**src/rtl/sbc_fifo.sv**
```systemverilog
// Small register queue with a typed payload, used between the front and back
// and in front of the result port. Depends on nothing.
module sbc_fifo #(
  parameter int  DEPTH = 2,
  parameter type T     = logic
) (
  input  logic clk,
  input  logic rst_n,
  input  logic wr,
  input  T     wdata,
  input  logic rd,
  output T     rdata,
  output logic full,
  output logic empty
);

  localparam int PTR_W = $clog2(DEPTH);
  localparam int CNT_W = $clog2(DEPTH + 1);

  T                 mem_r [DEPTH];
  logic [PTR_W-1:0] wptr_r, wptr_nxt;
  logic [PTR_W-1:0] rptr_r, rptr_nxt;
  logic [CNT_W-1:0] cnt_r, cnt_nxt;

  // Advance pointers with wrap at DEPTH
  always_comb begin
    wptr_nxt = wptr_r;
    rptr_nxt = rptr_r;
    cnt_nxt  = cnt_r;
    if (wr) begin
      wptr_nxt = (wptr_r == PTR_W'(DEPTH - 1)) ? '0 : wptr_r + 1'b1;
    end
    if (rd) begin
      rptr_nxt = (rptr_r == PTR_W'(DEPTH - 1)) ? '0 : rptr_r + 1'b1;
    end
    if (wr && !rd) begin
      cnt_nxt = cnt_r + 1'b1;
    end else if (rd && !wr) begin
      cnt_nxt = cnt_r - 1'b1;
    end
  end

  always_ff @(posedge clk) begin
    if (!rst_n) begin
      wptr_r <= '0;
      rptr_r <= '0;
      cnt_r  <= '0;
    end else begin
      wptr_r <= wptr_nxt;
      rptr_r <= rptr_nxt;
      cnt_r  <= cnt_nxt;
    end
  end

  // Store the request payload
  always_ff @(posedge clk) begin
    if (wr) begin
      mem_r[wptr_r] <= wdata;
    end
  end

  assign rdata = mem_r[rptr_r];
  assign full  = (cnt_r == CNT_W'(DEPTH));
  assign empty = (cnt_r == '0);

endmodule

```
**config.mk**
```make
export PLATFORM = sky130hd
export DESIGN_NAME = sbc_fifo
export DESIGN_NICKNAME = d
export VERILOG_FILES = /design/src/rtl/sbc_fifo.sv
export SDC_FILE = /design/constraint.sdc
export NUM_CORES = 1
export LEC_CHECK = 0
export ABC_AREA = 1
export BUFFER_PORTS_ARGS = -buffer_cell sky130_fd_sc_hd__buf_2
export CORE_AREA = 2 2 39 41
export DETAILED_ROUTE_END_ITERATION = 7
export DIE_AREA = 0 0 41 43
export GPL_TIMING_DRIVEN = 1
export PLACE_DENSITY = 0.46
export SYNTH_ARGS = -nofsm -noshare
export SYNTH_HDL_FRONTEND = slang
export SYNTH_SLANG_ARGS = --single-unit
```
**constraint.sdc**
```tcl
create_clock -name clk -period 1.39 [get_ports clk]
set_clock_uncertainty 0.05 [all_clocks]
set_input_delay 0.278 -clock clk [delete_from_list [all_inputs] [get_ports clk]]
set_output_delay 0.278 -clock clk [all_outputs]
set_load 0.03 [all_outputs]
```
* Word-level counts from Yosys, hierarchy flattened
Memories as Yosys holds them, arrays and structs flattened. A register that Yosys moved wholly into a read port is not among the register bits.
Cells that the tools add are included.
** Word-level totals
- Bits in registers :: 4
- Memory bits (writable) :: 2
- Memories :: 1
- Bits of input ports :: 5
- Logic and storage cells :: 23
- Output and inout bits :: 3
** Memory list
- mem_r :: depth 2, bits a word 1, rd ports 1, clocked after memory_dff 1, wr ports 1, RTL line 20 : T mem_r [DEPTH];
** Operators by class
- Muxes and demuxes :: 8
- $add $sub $neg :: 4
- Equality and inequality tests :: 1
- Reduce and logical (&&, ||, !) cells :: 6
** Operators with widths (count)
- two-way mux 1 bit :: 6
- two-way mux 2 bit :: 2
- adder 1 bit (second input constant) :: 2
- adder 2 x 1 -> 2 bit (second input constant) :: 1
- equality test 2 bit (second input constant) :: 1
- logical AND 1 bit :: 2
- logical NOT 1 bit :: 2
- logical NOT 2 bit :: 1
- nonzero test 2 bit :: 1
- subtractor 2 x 1 -> 2 bit (second input constant) :: 1

* Logic depth before layout (Yosys ltp)
Gate-level depths: netlist (run 1).
- Word-level depth :: 4
- Gate-level depth with buffers :: 8
- Depth with buffers taken out :: 8

* Worst setup path before layout (run 1)
OpenSTA, ideal clock, no wires.
- Kind :: register to output
- Start :: register cnt_r[1]
- End :: output full
- Arrival :: 0.775 ns
- Stages on the path, launching flop included :: 3
- Path slack :: 0.287 ns
- Cell sequence :: dfxtp_1 -> inv_1 -> nor2_1
** Between the ends
- Cells in the longest elaborated chain, start to end :: 1
** Ends and longest elaborated chain
- start: declaration :: RTL line 23 : logic [CNT_W-1:0] cnt_r, cnt_nxt;
- start signal: assignment :: RTL line 51 : cnt_r <= cnt_nxt;
- equality test 2 bit :: RTL line 63 : assign full = (cnt_r == CNT_W'(DEPTH));
- end: declaration :: RTL line 13 : output logic full,
No other way between the ends.

==> results.cfg, run 1 <==
[floorplanning]
start_util = 0.218
io_pins = 8
fp-row-count = 14
core_area_um2 = 1380
die_w_um = 41
dieHeight_um = 43
die-area_um2 = 1760

[worst_setup_path]
r2r_end = cnt_r[1]
crit_start = mem_r[0]
path_max_fanout = 1
required_ns = 1.06
reg2reg_slack_ns = 0.52
r2r-start = cnt_r[0]
crit_arrival_ns = 1.04
endpoint = rdata
end_kind = output pin
worstSetupPathType = reg -> out
setup.worst_path.start_class = register
rr_worst_depth = 6

[place]
dpl-instance-area_um2 = 357
portBuffers = 7
gp_congestion = 0.646
dp_hpwl_um = 400

[global_routing]
grt_usage = 0.0825
grt_max_degree = 5
gr-usage-met3 = 0.0628
use_met2 = 0.100
grt_overflow = 0
grt_pass1_vias = 210
met1_usage = 0.0841
grt_pass1_wl_um = 869
busiest_layer = met2
antenna_found_initial = 0

[final_layout]
fin_nets = 56
layout-drive-gt1-share = 0.286
syn_to_final_growth_pct = 30.7
stdcell_area_um2 = 394
antennaDiodeCount = 0
post-route-util = 0.285
final_common_cell = nor2_1
final_cell_mix = nor2_1 (9), inv_1 (7), nand2_1 (7)

[yosys]
synth.distinct_cells = 13
synth_xor_area_frac = 0
synthAdderAreaFrac = 0.0415
syn_avg_cell_area_um2 = 7.94
synth_seq_area_share = 0.531
ys_ff_latch = 7
synth_area_um2 = 302
synth_top_family_by_area = simple AND/OR/NAND/NOR gates
synth-simple-area-share = 0.257
synth_compound_area_frac = 0.0332
yosys_warnings = 0
yosys-mux-area-fraction = 0.0373
syn_nets = 44
netlist_instances = 38

[min_path]
holdPathStages = 1
hp-start = wdata
hold_path.class = in -> reg

[detailed_routing]
firstDrtPassIters = 2
ant_nets = 0
drc_errors = 0
num_vias = 251
wl_per_cell_um = 7.98
routed_via_density = 3.86
wl_um = 519
drt_iter0_markers = 4

[sta]
slew_headroom = 0.904
grt_setup_unrepaired = true
period_share = 0.982
fin_crit_ns = 1.36
fmax_mhz = 733
hold_viol = 0
slew_viol_final = 0
holdWs_ns = 0.167
setup_violations = 0
max_slew.worst_pin.slew_ns = 0.142

[clocking]
cts_buffer_depth = 2
cts.sinks = 7
post_cts_buffers = 0
clk_pin_slew_worst_paths_ns = 0.05
cts_tree = built
numCtsBuffers = 3
ctsHtreeMaxLevel = 1
cts_root_buf = clkbuf_4
clk_latency_ns = 0.25

[pwr]
ir_worst_vdd_mv = 0.455
power.density_nw_per_um2 = 1330
p_leak_nw = 0.206

[status]
status = complete, no violations

[run]
max-cap-violations = 0
## per-layer routing
layer	part of all wire	routed length (µm)
met5	0	0
met1	0.40	206
met4	0.042	22
met3	0.092	48
met2	0.46	241
## worst min-delay path by stage
| stage | to | slack, ns |
|---|---|---|
| finish | mem_r[0] | 0.17 |
| global route | mem_r[0] | 0.15 |
| CTS | mem_r[0] | 0.16 |
| detailed placement | mem_r[0] | 0.43 |
| global placement | mem_r[0] | 0.43 |
| floorplan | mem_r[0] | 0.33 |
## cells by family after synthesis
group,count (synthesis)
compound gates,2
simple gates,19
mux,1
fa+ha+maj,1
buf+inv,8
flops,7
## power by group
part / internal [W] / total [W] / switching, W / leakage, nW
registers: 0.000228 / 0.000239 / 0.0000111 / 0.0607
clock network: 0.000110 / 0.000189 / 0.0000795 / 0.0150
logic: 0.0000370 / 0.0000957 / 0.0000588 / 0.131
total: 0.000375 / 0.000524 / 0.000149 / 0.206
## worst max-delay path: stages (launching register included)
cell      delay (ns)
edfxtp_1        0.37
mux2_4          0.28
buf_6           0.14
## per-stage QoR
step / power (W) / std cells / setup WS, ns / setup TNS (ns)
after floorplan: 0.000307 / 38 / 0.287 / 0
after global placement: 0.000332 / 61 / 0.228 / 0
after detailed placement: 0.000334 / 61 / 0.214 / 0
after CTS: 0.000533 / 65 / 0.00351 / 0
after global routing: 0.000565 / 65 / -0.0312 / -0.0312
final: 0.000524 / 65 / 0.0255 / 0
## synth_stat cells
| cell | instances | area share |
|---|---|---|
| o21ai_0 | 1 | 0.017 |
| inv_1 | 7 | 0.087 |
| nand4_1 | 1 | 0.021 |
| nand3_1 | 1 | 0.017 |
| nor2_1 | 9 | 0.11 |
| a21oi_1 | 1 | 0.017 |
| edfxtp_1 | 2 | 0.20 |
| dfxtp_1 | 5 | 0.33 |
| nand2_2 | 1 | 0.021 |
| mux2_2 | 1 | 0.037 |
| ha_1 | 1 | 0.041 |
| inv_2 | 1 | 0.012 |
| nand2_1 | 7 | 0.087 |
## layout make-up
class	count	area [µm²]
fillers	153	990
flip-flops and latches	7	161
multi-input cells	23	115
repair buffers	7	41.3
inverters	8	30.0
clock buffers	4	26.3
well taps	16	20.0
## repair_timing
action,4_1_cts,5_1_grt
hold buffers,0,0
setup endpoints to repair,1,1
resized for setup,2,2
(Power assumes the default switching activity.)
==> run 2, diff against run 1 <==
Settings changed: CTS_BUF_LIST from default to sky130_fd_sc_hd__clkbuf_4.
==> results.cfg, run 2 (synthesized netlist as in run 1, its figures left out) <==
[sta]
max_slew.worst_pin.slew_ns = 0.143
slew_headroom = 0.904
fin_crit_ns = 1.36
fmax_mhz = 733
slew_viol_final = 0
holdWs_ns = 0.168
setup_violations = 0
grt_setup_unrepaired = true
period_share = 0.981
hold_viol = 0

[pwr]
sequentialPowerShare = 0.440
internal-power_w = 0.000394
ir_worst_vdd_mv = 0.582
p_clk_frac = 0.384
swShare = 0.275
p_switching_w = 0.000150
p_leak_nw = 0.210
power_frac_comb = 0.176
power.density_nw_per_um2 = 1370

[clocking]
cts.sinks = 7
cts_root_buf = clkbuf_4
cts_tree = built
numCtsBuffers = 3
ctsHtreeMaxLevel = 1
cts_buffer_depth = 2
clk_pin_slew_worst_paths_ns = 0.05
post_cts_buffers = 0
clk_latency_ns = 0.25

[global_routing]
grt_pass1_wl_um = 828
grt_max_degree = 5
antenna_found_initial = 0
grt_usage = 0.0796
grt_pass1_vias = 201
grt_overflow = 0

[min_path]
hold_path.class = in -> reg
hp-start = wdata

[final_layout]
final_common_cell = nor2_1
multi_input_area_um2 = 115
fin_nets = 56
layout-drive-gt1-share = 0.306
ff_latch_area_um2 = 161
post-route-util = 0.288
nFillCells = 152
antennaDiodeCount = 0
syn_to_final_growth_pct = 32.0
final_cell_mix = nor2_1 (9), inv_1 (7), nand2_1 (7)

[place]
portBuffers = 7
dp_hpwl_um = 400
gp_congestion = 0.646

[floorplanning]
die_w_um = 41
die-area_um2 = 1760
fp-row-count = 14
core_area_um2 = 1380
io_pins = 8
start_util = 0.218
dieHeight_um = 43

[worst_setup_path]
worstSetupPathType = reg -> out
crit_start = mem_r[0]
max_stage_delay_ns = 0.37
reg2reg_slack_ns = 0.52
crit_chain = mux2_4, buf_6
critPathBufInv = 1
path_delay_family = flip-flops
crit_slowest_cell = edfxtp_1
setup.worst_path.start_class = register
crit_arrival_ns = 1.04
r2r-start = cnt_r[0]
end_kind = output pin
path_max_fanout = 1
required_ns = 1.06

[detailed_routing]
drc_errors = 0
drt_iter0_markers = 1
wl_per_cell_um = 7.98
ant_nets = 0
wl_um = 519
firstDrtPassIters = 2
num_vias = 252
routed_via_density = 3.88

[status]
status = complete, no violations

[run]
max-cap-violations = 0
## run 2: layout make-up
class,instances,area share
Clock buffer,4,0.0755
Inverter,8,0.0755
Multi-Input combinational cell,23,0.289
Sequential cell,7,0.406
Tap cell,16,0.0503
Timing Repair Buffer,7,0.104
## run 2: layer usage
layer,global-route usage,share of wire,wire [µm]
met3,0.0628,0.089,46
met2,0.0906,0.45,236
met1,0.0844,0.41,213
met5,0,0,0
met4,0.0800,0.042,22
## run 2: what timing repair did
action	in CTS	in global routing
endpoints found under the setup margin	1	1
hold buffers	0	0
gates resized for setup	2	2
## run 2: worst paths after layout
check,endpoint,depth (start not counted)
hold reg to reg,register,2
hold / removal,mem_r[0],1
setup / recovery,rdata,2
setup reg to reg,cnt_r[1],6
## run 2: per-stage QoR
stage | instances | TNS [ns] | power, W | worst slack (ns) | cell area (µm²)
floorplan | 38 | 0 | 0.000307 | 0.287 | 302
global placement | 61 | 0 | 0.000332 | 0.228 | 357
detailed placement | 61 | 0 | 0.000334 | 0.214 | 357
CTS | 65 | 0 | 0.000552 | 0.00351 | 393
global route | 65 | -0.0312 | 0.000581 | -0.0312 | 398
finish | 65 | 0 | 0.000544 | 0.0261 | 398
## run 2: power by group through the flow
stage | registers, W | logic (W) | clock network (W)
global route | 0.000242 | 0.000108 | 0.000231
finish | 0.000239 | 0.0000957 | 0.000209
CTS | 0.000238 | 0.0000948 | 0.000219
detailed placement | 0.000243 | 0.0000910 | 0
global placement | 0.000242 | 0.0000902 | 0
floorplan | 0.000240 | 0.0000666 | 0
## run 2: worst reg2reg max path, stage by stage, from the launching register on
cell and delay, ns:
dfxtp_1 0.39, inv_2 0.06, nand2_2 0.06, nand3_1 0.07, nand2_1 0.06, inv_1 0.04
nor2_1 0.09
