### config.mk
export PLATFORM = sky130hd
export DESIGN_NAME = sbc_front
export DESIGN_NICKNAME = d
export VERILOG_FILES = /design/src/rtl/sbc_pkg.sv /design/src/rtl/sbc_front.sv
export SDC_FILE = /design/constraint.sdc
export NUM_CORES = 2
export LEC_CHECK = 0
export BUFFER_PORTS_ARGS = -buffer_cell sky130_fd_sc_hd__buf_2
export CAP_MARGIN = 20
export CORE_UTILIZATION = 60
export CTS_CLUSTER_DIAMETER = 30
export CTS_CLUSTER_SIZE = 24
export DETAILED_ROUTE_END_ITERATION = 16
export PLACE_DENSITY = 0.81
export SYNTH_ARGS = -nofsm -noshare
export SYNTH_HDL_FRONTEND = slang
export SYNTH_SLANG_ARGS = --single-unit
### constraint.sdc
create_clock -name clk -period 42 [get_ports clk]
set_input_delay 4.2 -clock clk [delete_from_list [all_inputs] [get_ports clk]]
set_output_delay 4.2 -clock clk [all_outputs]
set_load 0.02 [all_outputs]
### src/rtl/sbc_pkg.sv
// Shared types and constants for the swept box collision block.
// Holds the port payload structs, the internal front-to-back job and stage
// records, fixed-point widths and axis codes. No dependencies.
package sbc_pkg;

  // Fixed point: fraction bits of all Q formats
  localparam int FRAC_BITS = 16;
  localparam int FT_W      = FRAC_BITS + 8;   // frame time, Q8.F
  localparam int RATIO_W   = FRAC_BITS + 1;   // hit ratio, Q1.F in [0, 1]
  localparam int Q_W       = FRAC_BITS + 3;   // signed ratio in [-2, +2]
  localparam int DIST_W    = 35;              // doubled signed distance
  localparam int MAG_W     = 34;              // magnitude of a doubled distance
  localparam int RV_W      = 33;              // signed relative velocity
  localparam int DEN_W     = RV_W + FT_W;     // |rv| * frame_time
  localparam int DIV_LAT   = FRAC_BITS + 4;   // divider pipeline depth

  localparam logic [FT_W-1:0]    FT_RESET = FT_W'(1092);
  localparam logic [Q_W-1:0]     RLIM_Q   = Q_W'(1) << (FRAC_BITS + 1);
  localparam logic [RATIO_W-1:0] ONE_Q    = RATIO_W'(1) << FRAC_BITS;

  // Hit axis codes
  localparam logic [1:0] AXIS_NONE = 2'd0;
  localparam logic [1:0] AXIS_X    = 2'd1;
  localparam logic [1:0] AXIS_Y    = 2'd2;

  typedef struct packed {
    logic signed [31:0] target_x;
    logic signed [31:0] target_y;
    logic        [30:0] target_w;
    logic        [30:0] target_h;
    logic signed [31:0] target_vx;
    logic signed [31:0] target_vy;
    logic signed [31:0] other_x;
    logic signed [31:0] other_y;
    logic        [30:0] other_w;
    logic        [30:0] other_h;
    logic signed [31:0] other_vx;
    logic signed [31:0] other_vy;
  } sbc_in_t;

  typedef struct packed {
    logic                hit;
    logic [1:0]          hit_axis;
    logic signed [31:0]  push_value;
    logic [RATIO_W-1:0]  hit_ratio;
    logic [FT_W-1:0]     time_left;
    logic signed [31:0]  contact_x;
    logic signed [31:0]  contact_y;
  } sbc_out_t;

  // Front register: relative velocities and doubled entry/exit distances
  typedef struct packed {
    logic signed [31:0]       tx;
    logic signed [31:0]       ty;
    logic signed [31:0]       tvx;
    logic signed [31:0]       tvy;
    logic signed [RV_W-1:0]   rvx;
    logic signed [RV_W-1:0]   rvy;
    logic signed [DIST_W-1:0] dex;
    logic signed [DIST_W-1:0] dxx;
    logic signed [DIST_W-1:0] dey;
    logic signed [DIST_W-1:0] dxy;
  } sbc_pre_t;

  // Per-axis divider operands and classification
  typedef struct packed {
    logic [MAG_W-1:0] ent_mag;
    logic [MAG_W-1:0] ext_mag;
    logic             ent_neg;
    logic             ext_neg;
    logic [DEN_W-1:0] den;
    logic             idle;       // no relative motion or zero frame time
    logic             dent_zero;
    logic             dent_neg;
  } sbc_axis_t;

  typedef struct packed {
    logic signed [31:0] tx;
    logic signed [31:0] ty;
    logic signed [31:0] tvx;
    logic signed [31:0] tvy;
    sbc_axis_t          ax;
    sbc_axis_t          ay;
  } sbc_job_t;

  // Data that rides alongside the dividers
  typedef struct packed {
    logic signed [31:0] tx;
    logic signed [31:0] ty;
    logic signed [31:0] tvx;
    logic signed [31:0] tvy;
    logic               x_idle;
    logic               y_idle;
    logic               x_dz;
    logic               x_dn;
    logic               y_dz;
    logic               y_dn;
  } sbc_side_t;

  // Resolved hit decision
  typedef struct packed {
    logic               miss;
    logic               on_x;
    logic signed [31:0] push;
    logic [RATIO_W-1:0] ren;
    logic signed [31:0] tx;
    logic signed [31:0] ty;
    logic signed [31:0] tvx;
    logic signed [31:0] tvy;
  } sbc_res_t;

endpackage

### src/rtl/sbc_front.sv
// Front end: takes a request, forms relative velocities and doubled entry and
// exit distances, then magnitudes, signs and divisors for the back end.
// Depends on sbc_pkg.
module sbc_front (
  input  logic                         clk,
  input  logic                         rst_n,
  input  logic                         push,
  output logic                         full,
  input  sbc_pkg::sbc_in_t             in_data,
  input  logic [sbc_pkg::FT_W-1:0]     frame_time,
  output logic                         job_valid,
  input  logic                         job_ready,
  output sbc_pkg::sbc_job_t            job
);

  localparam int RV_W   = sbc_pkg::RV_W;
  localparam int DIST_W = sbc_pkg::DIST_W;
  localparam int MAG_W  = sbc_pkg::MAG_W;
  localparam int DEN_W  = sbc_pkg::DEN_W;
  localparam int FT_W   = sbc_pkg::FT_W;

  sbc_pkg::sbc_pre_t pre_r, pre_nxt;
  logic              v_r;
  logic              take;

  // Signed distances on one axis, doubled so half sizes stay exact
  function automatic void axis_dist(
    input  logic signed [31:0]       tp,
    input  logic        [30:0]       ts,
    input  logic signed [31:0]       op,
    input  logic        [30:0]       os,
    input  logic signed [RV_W-1:0]   rv,
    output logic signed [DIST_W-1:0] de,
    output logic signed [DIST_W-1:0] dx
  );
    logic signed [DIST_W-1:0] gap;
    logic signed [DIST_W-1:0] sz;
    gap = (DIST_W'(op) - DIST_W'(tp)) <<< 1;
    sz  = DIST_W'(ts) + DIST_W'(os);
    if (!rv[RV_W-1] && (rv != '0)) begin
      de = gap - sz;
      dx = gap + sz;
    end else begin
      de = gap + sz;
      dx = gap - sz;
    end
  endfunction

  // Divider operands for one axis
  function automatic sbc_pkg::sbc_axis_t make_axis(
    input logic signed [RV_W-1:0]   rv,
    input logic signed [DIST_W-1:0] de,
    input logic signed [DIST_W-1:0] dx,
    input logic [FT_W-1:0]          t
  );
    sbc_pkg::sbc_axis_t a;
    logic [RV_W-1:0]    rv_mag;
    rv_mag      = rv[RV_W-1] ? RV_W'(-rv) : RV_W'(rv);
    a.den       = DEN_W'(rv_mag) * DEN_W'(t);
    a.ent_mag   = de[DIST_W-1] ? MAG_W'(-de) : MAG_W'(de);
    a.ext_mag   = dx[DIST_W-1] ? MAG_W'(-dx) : MAG_W'(dx);
    a.ent_neg   = (de != '0) && (de[DIST_W-1] != rv[RV_W-1]);
    a.ext_neg   = (dx != '0) && (dx[DIST_W-1] != rv[RV_W-1]);
    a.idle      = (rv == '0) || (t == '0);
    a.dent_zero = (de == '0);
    a.dent_neg  = de[DIST_W-1];
    return a;
  endfunction

  // Form distances from the incoming request
  always_comb begin
    pre_nxt.tx  = in_data.target_x;
    pre_nxt.ty  = in_data.target_y;
    pre_nxt.tvx = in_data.target_vx;
    pre_nxt.tvy = in_data.target_vy;
    pre_nxt.rvx = RV_W'(in_data.target_vx) - RV_W'(in_data.other_vx);
    pre_nxt.rvy = RV_W'(in_data.target_vy) - RV_W'(in_data.other_vy);
    axis_dist(in_data.target_x, in_data.target_w, in_data.other_x, in_data.other_w,
              pre_nxt.rvx, pre_nxt.dex, pre_nxt.dxx);
    axis_dist(in_data.target_y, in_data.target_h, in_data.other_y, in_data.other_h,
              pre_nxt.rvy, pre_nxt.dey, pre_nxt.dxy);
  end

  // Hold the stage while the queue is full
  assign full = v_r && !job_ready;
  assign take = push && !full;

  always_ff @(posedge clk) begin
    if (!rst_n) begin
      v_r <= 1'b0;
    end else if (take) begin
      v_r <= 1'b1;
    end else if (job_ready) begin
      v_r <= 1'b0;
    end
  end

  always_ff @(posedge clk) begin
    if (take) begin
      pre_r <= pre_nxt;
    end
  end

  // Classify and build divisors
  always_comb begin
    job.tx  = pre_r.tx;
    job.ty  = pre_r.ty;
    job.tvx = pre_r.tvx;
    job.tvy = pre_r.tvy;
    job.ax  = make_axis(pre_r.rvx, pre_r.dex, pre_r.dxx, frame_time);
    job.ay  = make_axis(pre_r.rvy, pre_r.dey, pre_r.dxy, frame_time);
  end

  assign job_valid = v_r;

endmodule

# [Word level (Yosys, flattened, before mapping)]
# Index checks and enable logic that the tools add are counted.
[totals] register_bits=335 inputBits=408 out_inout_bits=390 word_cells=71
[classes] add_sub_neg=16 mul=2 n_eq_ne=4 mux=12 n_reduce_logical=26
[op_table] operator="$mux W35" n=4
[op_table] operator="$reduce_bool A35 Y1" n=4
[op_table] operator="$mux W34" n=4
[op_table] operator="$neg A34 Y34" n=4
[op_table] operator="$sub A32 B32 Y33" n=4
[op_table] operator="$mul A33 B24 Y57" n=2
[op_table] operator="$add A34 B33 Y35" n=2
[op_table] operator="$logic_not A35 Y1" n=2
[op_table] operator="$sub A34 B33 Y35" n=2
[op_table] operator="$logic_not A33 Y1" n=2
[op_table] operator="$mux W33" n=2
[op_table] operator="$neg A33 Y33" n=2
[op_table] operator="$reduce_bool A33 Y1" n=2
[op_table] operator="$add A31 B31 Y32" n=2
[op_table] operator="$logic_not A24 Y1" n=1
[op_table] operator="$logic_and A1 B1 Y1" n=8
[op_table] operator="$logic_not A1 Y1" n=4
[op_table] operator="$ne A1 B1 Y1" n=4
[op_table] operator="$logic_or A1 B1 Y1" n=2
[op_table] operator="$mux W1" n=2
[op_table] operator="$reduce_bool A2 Y1" n=1

# [Logic depth before layout (Yosys ltp)]
[depth] word_depth=5 depth_mapped=39 ltp_nobuf=36

# [Worst setup path before layout]
# No wires, ideal clock.
[synth_timing] kind="input to register" startpoint="input job_ready" endpoint="register pre_r (netlist bit job[0]), enable pin" setup_time_ns=1.064 t_arrival_ns=18.792 required_time_ns=40.936 slack_ns=22.144 cell_stages=2 path_buffers=0 cell_sequence="nor2b_1 nor2b_1"
[synth_via] elab_chain_cells=4
[synth_rtl] item="start, declared" line_no="sbc_front.sv:12" rtl="input logic job_ready,"
[synth_rtl] item="$logic_not A1 Y1" line_no="sbc_front.sv:85" rtl="assign full = v_r && !job_ready;"
[synth_rtl] item="$logic_and A1 B1 Y1" line_no="sbc_front.sv:85"
[synth_rtl] item="$logic_not A1 Y1" line_no="sbc_front.sv:86" rtl="assign take = push && !full;"
[synth_rtl] item="$logic_and A1 B1 Y1" line_no="sbc_front.sv:86"
[synth_rtl] item="named net take" line_no="sbc_front.sv:24" rtl="logic take;"
[synth_rtl] item="end signal, assigned" line_no="sbc_front.sv:100" rtl="pre_r <= pre_nxt;"
[synth_rtl] item="end, declared" line_no="sbc_front.sv:22" rtl="sbc_pkg::sbc_pre_t pre_r, pre_nxt;"
# The timed path passes the listed nets, and every way through them passes these cells.
# A chain may end at the register's enable or synchronous reset.

==> results.md <==
- CP Max Fanout: 67
- Synth Flop Type: edfxtp_1
- RSZ-0062 raised after global routing: false
- Crit share post-route: 41.7%
- Mapped Cells: 9281
- Yosys warnings: 0
- Grt met1 use: 40.8%
- Share of layout cells above drive strength 1: 11.3%
- WL per Instance: 20.7 um
- Die H: 374 um
- Fin. Hold Viols: 0
- Post-CTS sizing: 0
- TritonCTS Buffers: 76
- Final period demand of the worst path: 17520 ps
- First-pass GRT wire length: 380000 um
- Worst-Skew Late Latency: 650 ps
- Die Width: 374 um
- Critical register-to-register path endpoint: job[291]
- Yosys top cell by area: fa_1
- Post-CTS Hold Buffers: 0
- Setup Buffers After CTS: 0
- Relative slew slack: 25.1%
- Largest net degree at the start of global routing: 81
- Reg2reg setup slack: 38600 ps
- PortBufs: 797
- Layer with the highest usage: met2
- CP arrival: 13310 ps
- Critical path's most frequent cell: fa_1
- Hpwl dp: 189000 um
- Via/cell ratio: 5.83
- Worst min-delay path class: reg -> reg
- Area growth from synthesis to layout: 8.93%
- Antenna-violating nets left: 0
- Vias: 67409
- Kind of start point of the critical path: input pin
- Vias in the first global route: 71707
- Total Neg Setup Slack: 0 ps
- Residual DRC count: 0
- Final nets: 12174
- Sequential share of the synthesized area: 12.1%
- Final Slew Violations: 0
- Most frequent cells in the layout: 1784 x inv_1, 1370 x fa_1, 1021 x nand2_1
- Area fraction of the dominant cell type after synthesis: 33.1%
- CP max stage cell: a21oi_1
- Reg clk slew, reported paths: 50 ps
- Max_cap viols: 0
- Reg2reg start: job_valid
- Crit end category: output pin
- Critical path required time: 37800 ps
- Mapped Avg Cell Area: 8.93 sq um
- Reg2reg path depth: 5
- Status: completed
- Drt pass-1 iters: 7
- FFs w/ async S/R, synth: 0%
- Hold path depth: 2
- Final Setup Violations: 0
- Core area: 137000 sq um
- DR iter-0 viols: 5038
- Detailed Route WL: 239000 um
- Starting Density: 60.4%
- Crit-path max cell delay: 730 ps
- Highest clock rate: 0.0571 GHz
- Routability cong.: 0.951
- FILL cells: 10930
- Critical path class: in -> out
- Least-Margin Pin Slew: 1120 ps
- Synth top area cells: fa_1 33%, edfxtp_1 12%, ha_1 10%
- Most common cell after layout, fill and taps aside: inv_1
- Hold Crit Endpoint: job_valid
- Number of I/O pins: 798
- Synthesized area: 82900 sq um
- Post-synth EDFFs: 332
- Setup Skew: 40.3 ps
- H-tree depth: 3
- Clk sinks: 333
- Area of the die: 140000 sq um
- Max clock buf depth: 3
- Hold wc startpoint: job_valid
- Unique cell type count in the Yosys netlist: 93
- CTS tree: yes
- CTS root buf: clkbuf_16
- Row count: 136
- Gr usage total: 34.5%
- Met3 GRT Util: 7.08%
- Yosys reg bits: 333
- GRT met2 Usage: 58.1%
- Antenna violations before repair: 11
- Syn_nets: 11745
- Overflow left after global routing: 0
[how the worst max path moves through the flow]
stage	startpoint	to	slack [ps]	cells after the start
final	frame_time[3]	job[187]	24490	25
after global routing	frame_time[3]	job[183]	24010	26
after CTS	frame_time[3]	job[183]	24550	26
after detailed placement	frame_time[3]	job[183]	24570	26
after global placement	frame_time[10]	job[183]	24740	28
after floorplan	job_ready	job[0]	22140	2
[routing by layer]
layer  up-vias  wire length (um)
met1     33129             86700
met3       881             21300
met2      3474            114000
met4         6             16700
li1      29919                 -
met5         -                44
[stage by stage]
| step | area, sq um | util, % | instances | hold WS, ps | worst slack (ps) |
|---|---|---|---|---|---|
| floorplan | 82900 | - | 9281 | 815 | 22140 |
| global placement | 87700 | 63.9 | 11426 | 688 | 24740 |
| detailed placement | 87700 | 63.9 | 11426 | 694 | 24570 |
| CTS | 90300 | 65.7 | 11564 | 703 | 24550 |
| global route | 90300 | 65.8 | 11570 | 725 | 24010 |
| finish | 90300 | 65.8 | 11572 | 708 | 24490 |
[sequential cells by signal, summed over array words and instances (netlist names)]
signal / flops
pre_r: 202
job_valid: 1
job: 130
[worst max-delay path: cells and delay by family]
kind,cells,cell delay [ps]
buffers and inverters,6,1240
AOI/OAI and AO/OA,9,3890
and+or+nand+nor,2,390
adders and majority gates,8,3530
[area by class of cell]
class	instances	area, sq um	share of cell area [%]
Multi-Input combinational cell	6626	64100	71.0
Clock inverter	56	626	0.693
Clock buffer	82	1970	2.18
Antenna cell	8	20.0	0.0222
Inverter	1786	6700	7.42
Timing Repair Buffer	887	4670	5.17
Sequential cell	333	9990	11.1
Tap cell	1794	2240	2.49
[cells in the mapped netlist, types with 11 or more instances]
cell	number
nand2b_1	82
o22ai_1	15
clkbuf_1	379
nand2_1	1021
mux2i_1	126
nor3_1	78
a31oi_1	26
and2_1	801
o21a_1	61
o311a_1	11
o41ai_1	41
mux2_2	11
o21bai_1	72
a21o_1	158
and3_1	29
a211oi_1	38
ha_1	686
fa_1	1370
nand3_1	71
buf_4	136
a221oi_1	11
nor4_1	36
or2_2	18
or4_1	37
xor2_1	104
a211o_1	11
inv_1	1784
buf_2	17
edfxtp_1	332
a21boi_0	12
nor2b_1	61
o31ai_1	68
o211ai_1	19
nand4_1	27
nor2_1	269
or3_1	46
o21ai_0	259
a21oi_1	338
xnor2_1	463
[cells by family after synthesis]
kind of cell	count (synthesis)	synth area share [%]
buf+inv	2322	11.2
flops	333	12.1
simple gates	2626	15.9
xor+xnor	567	5.99
fa+ha+maj	2056	43.4
mux	137	1.67
compound gates	1240	9.76
Power is not shown: default switching activity piles up to over one toggle a cycle in this logic, so the estimate is an artifact.
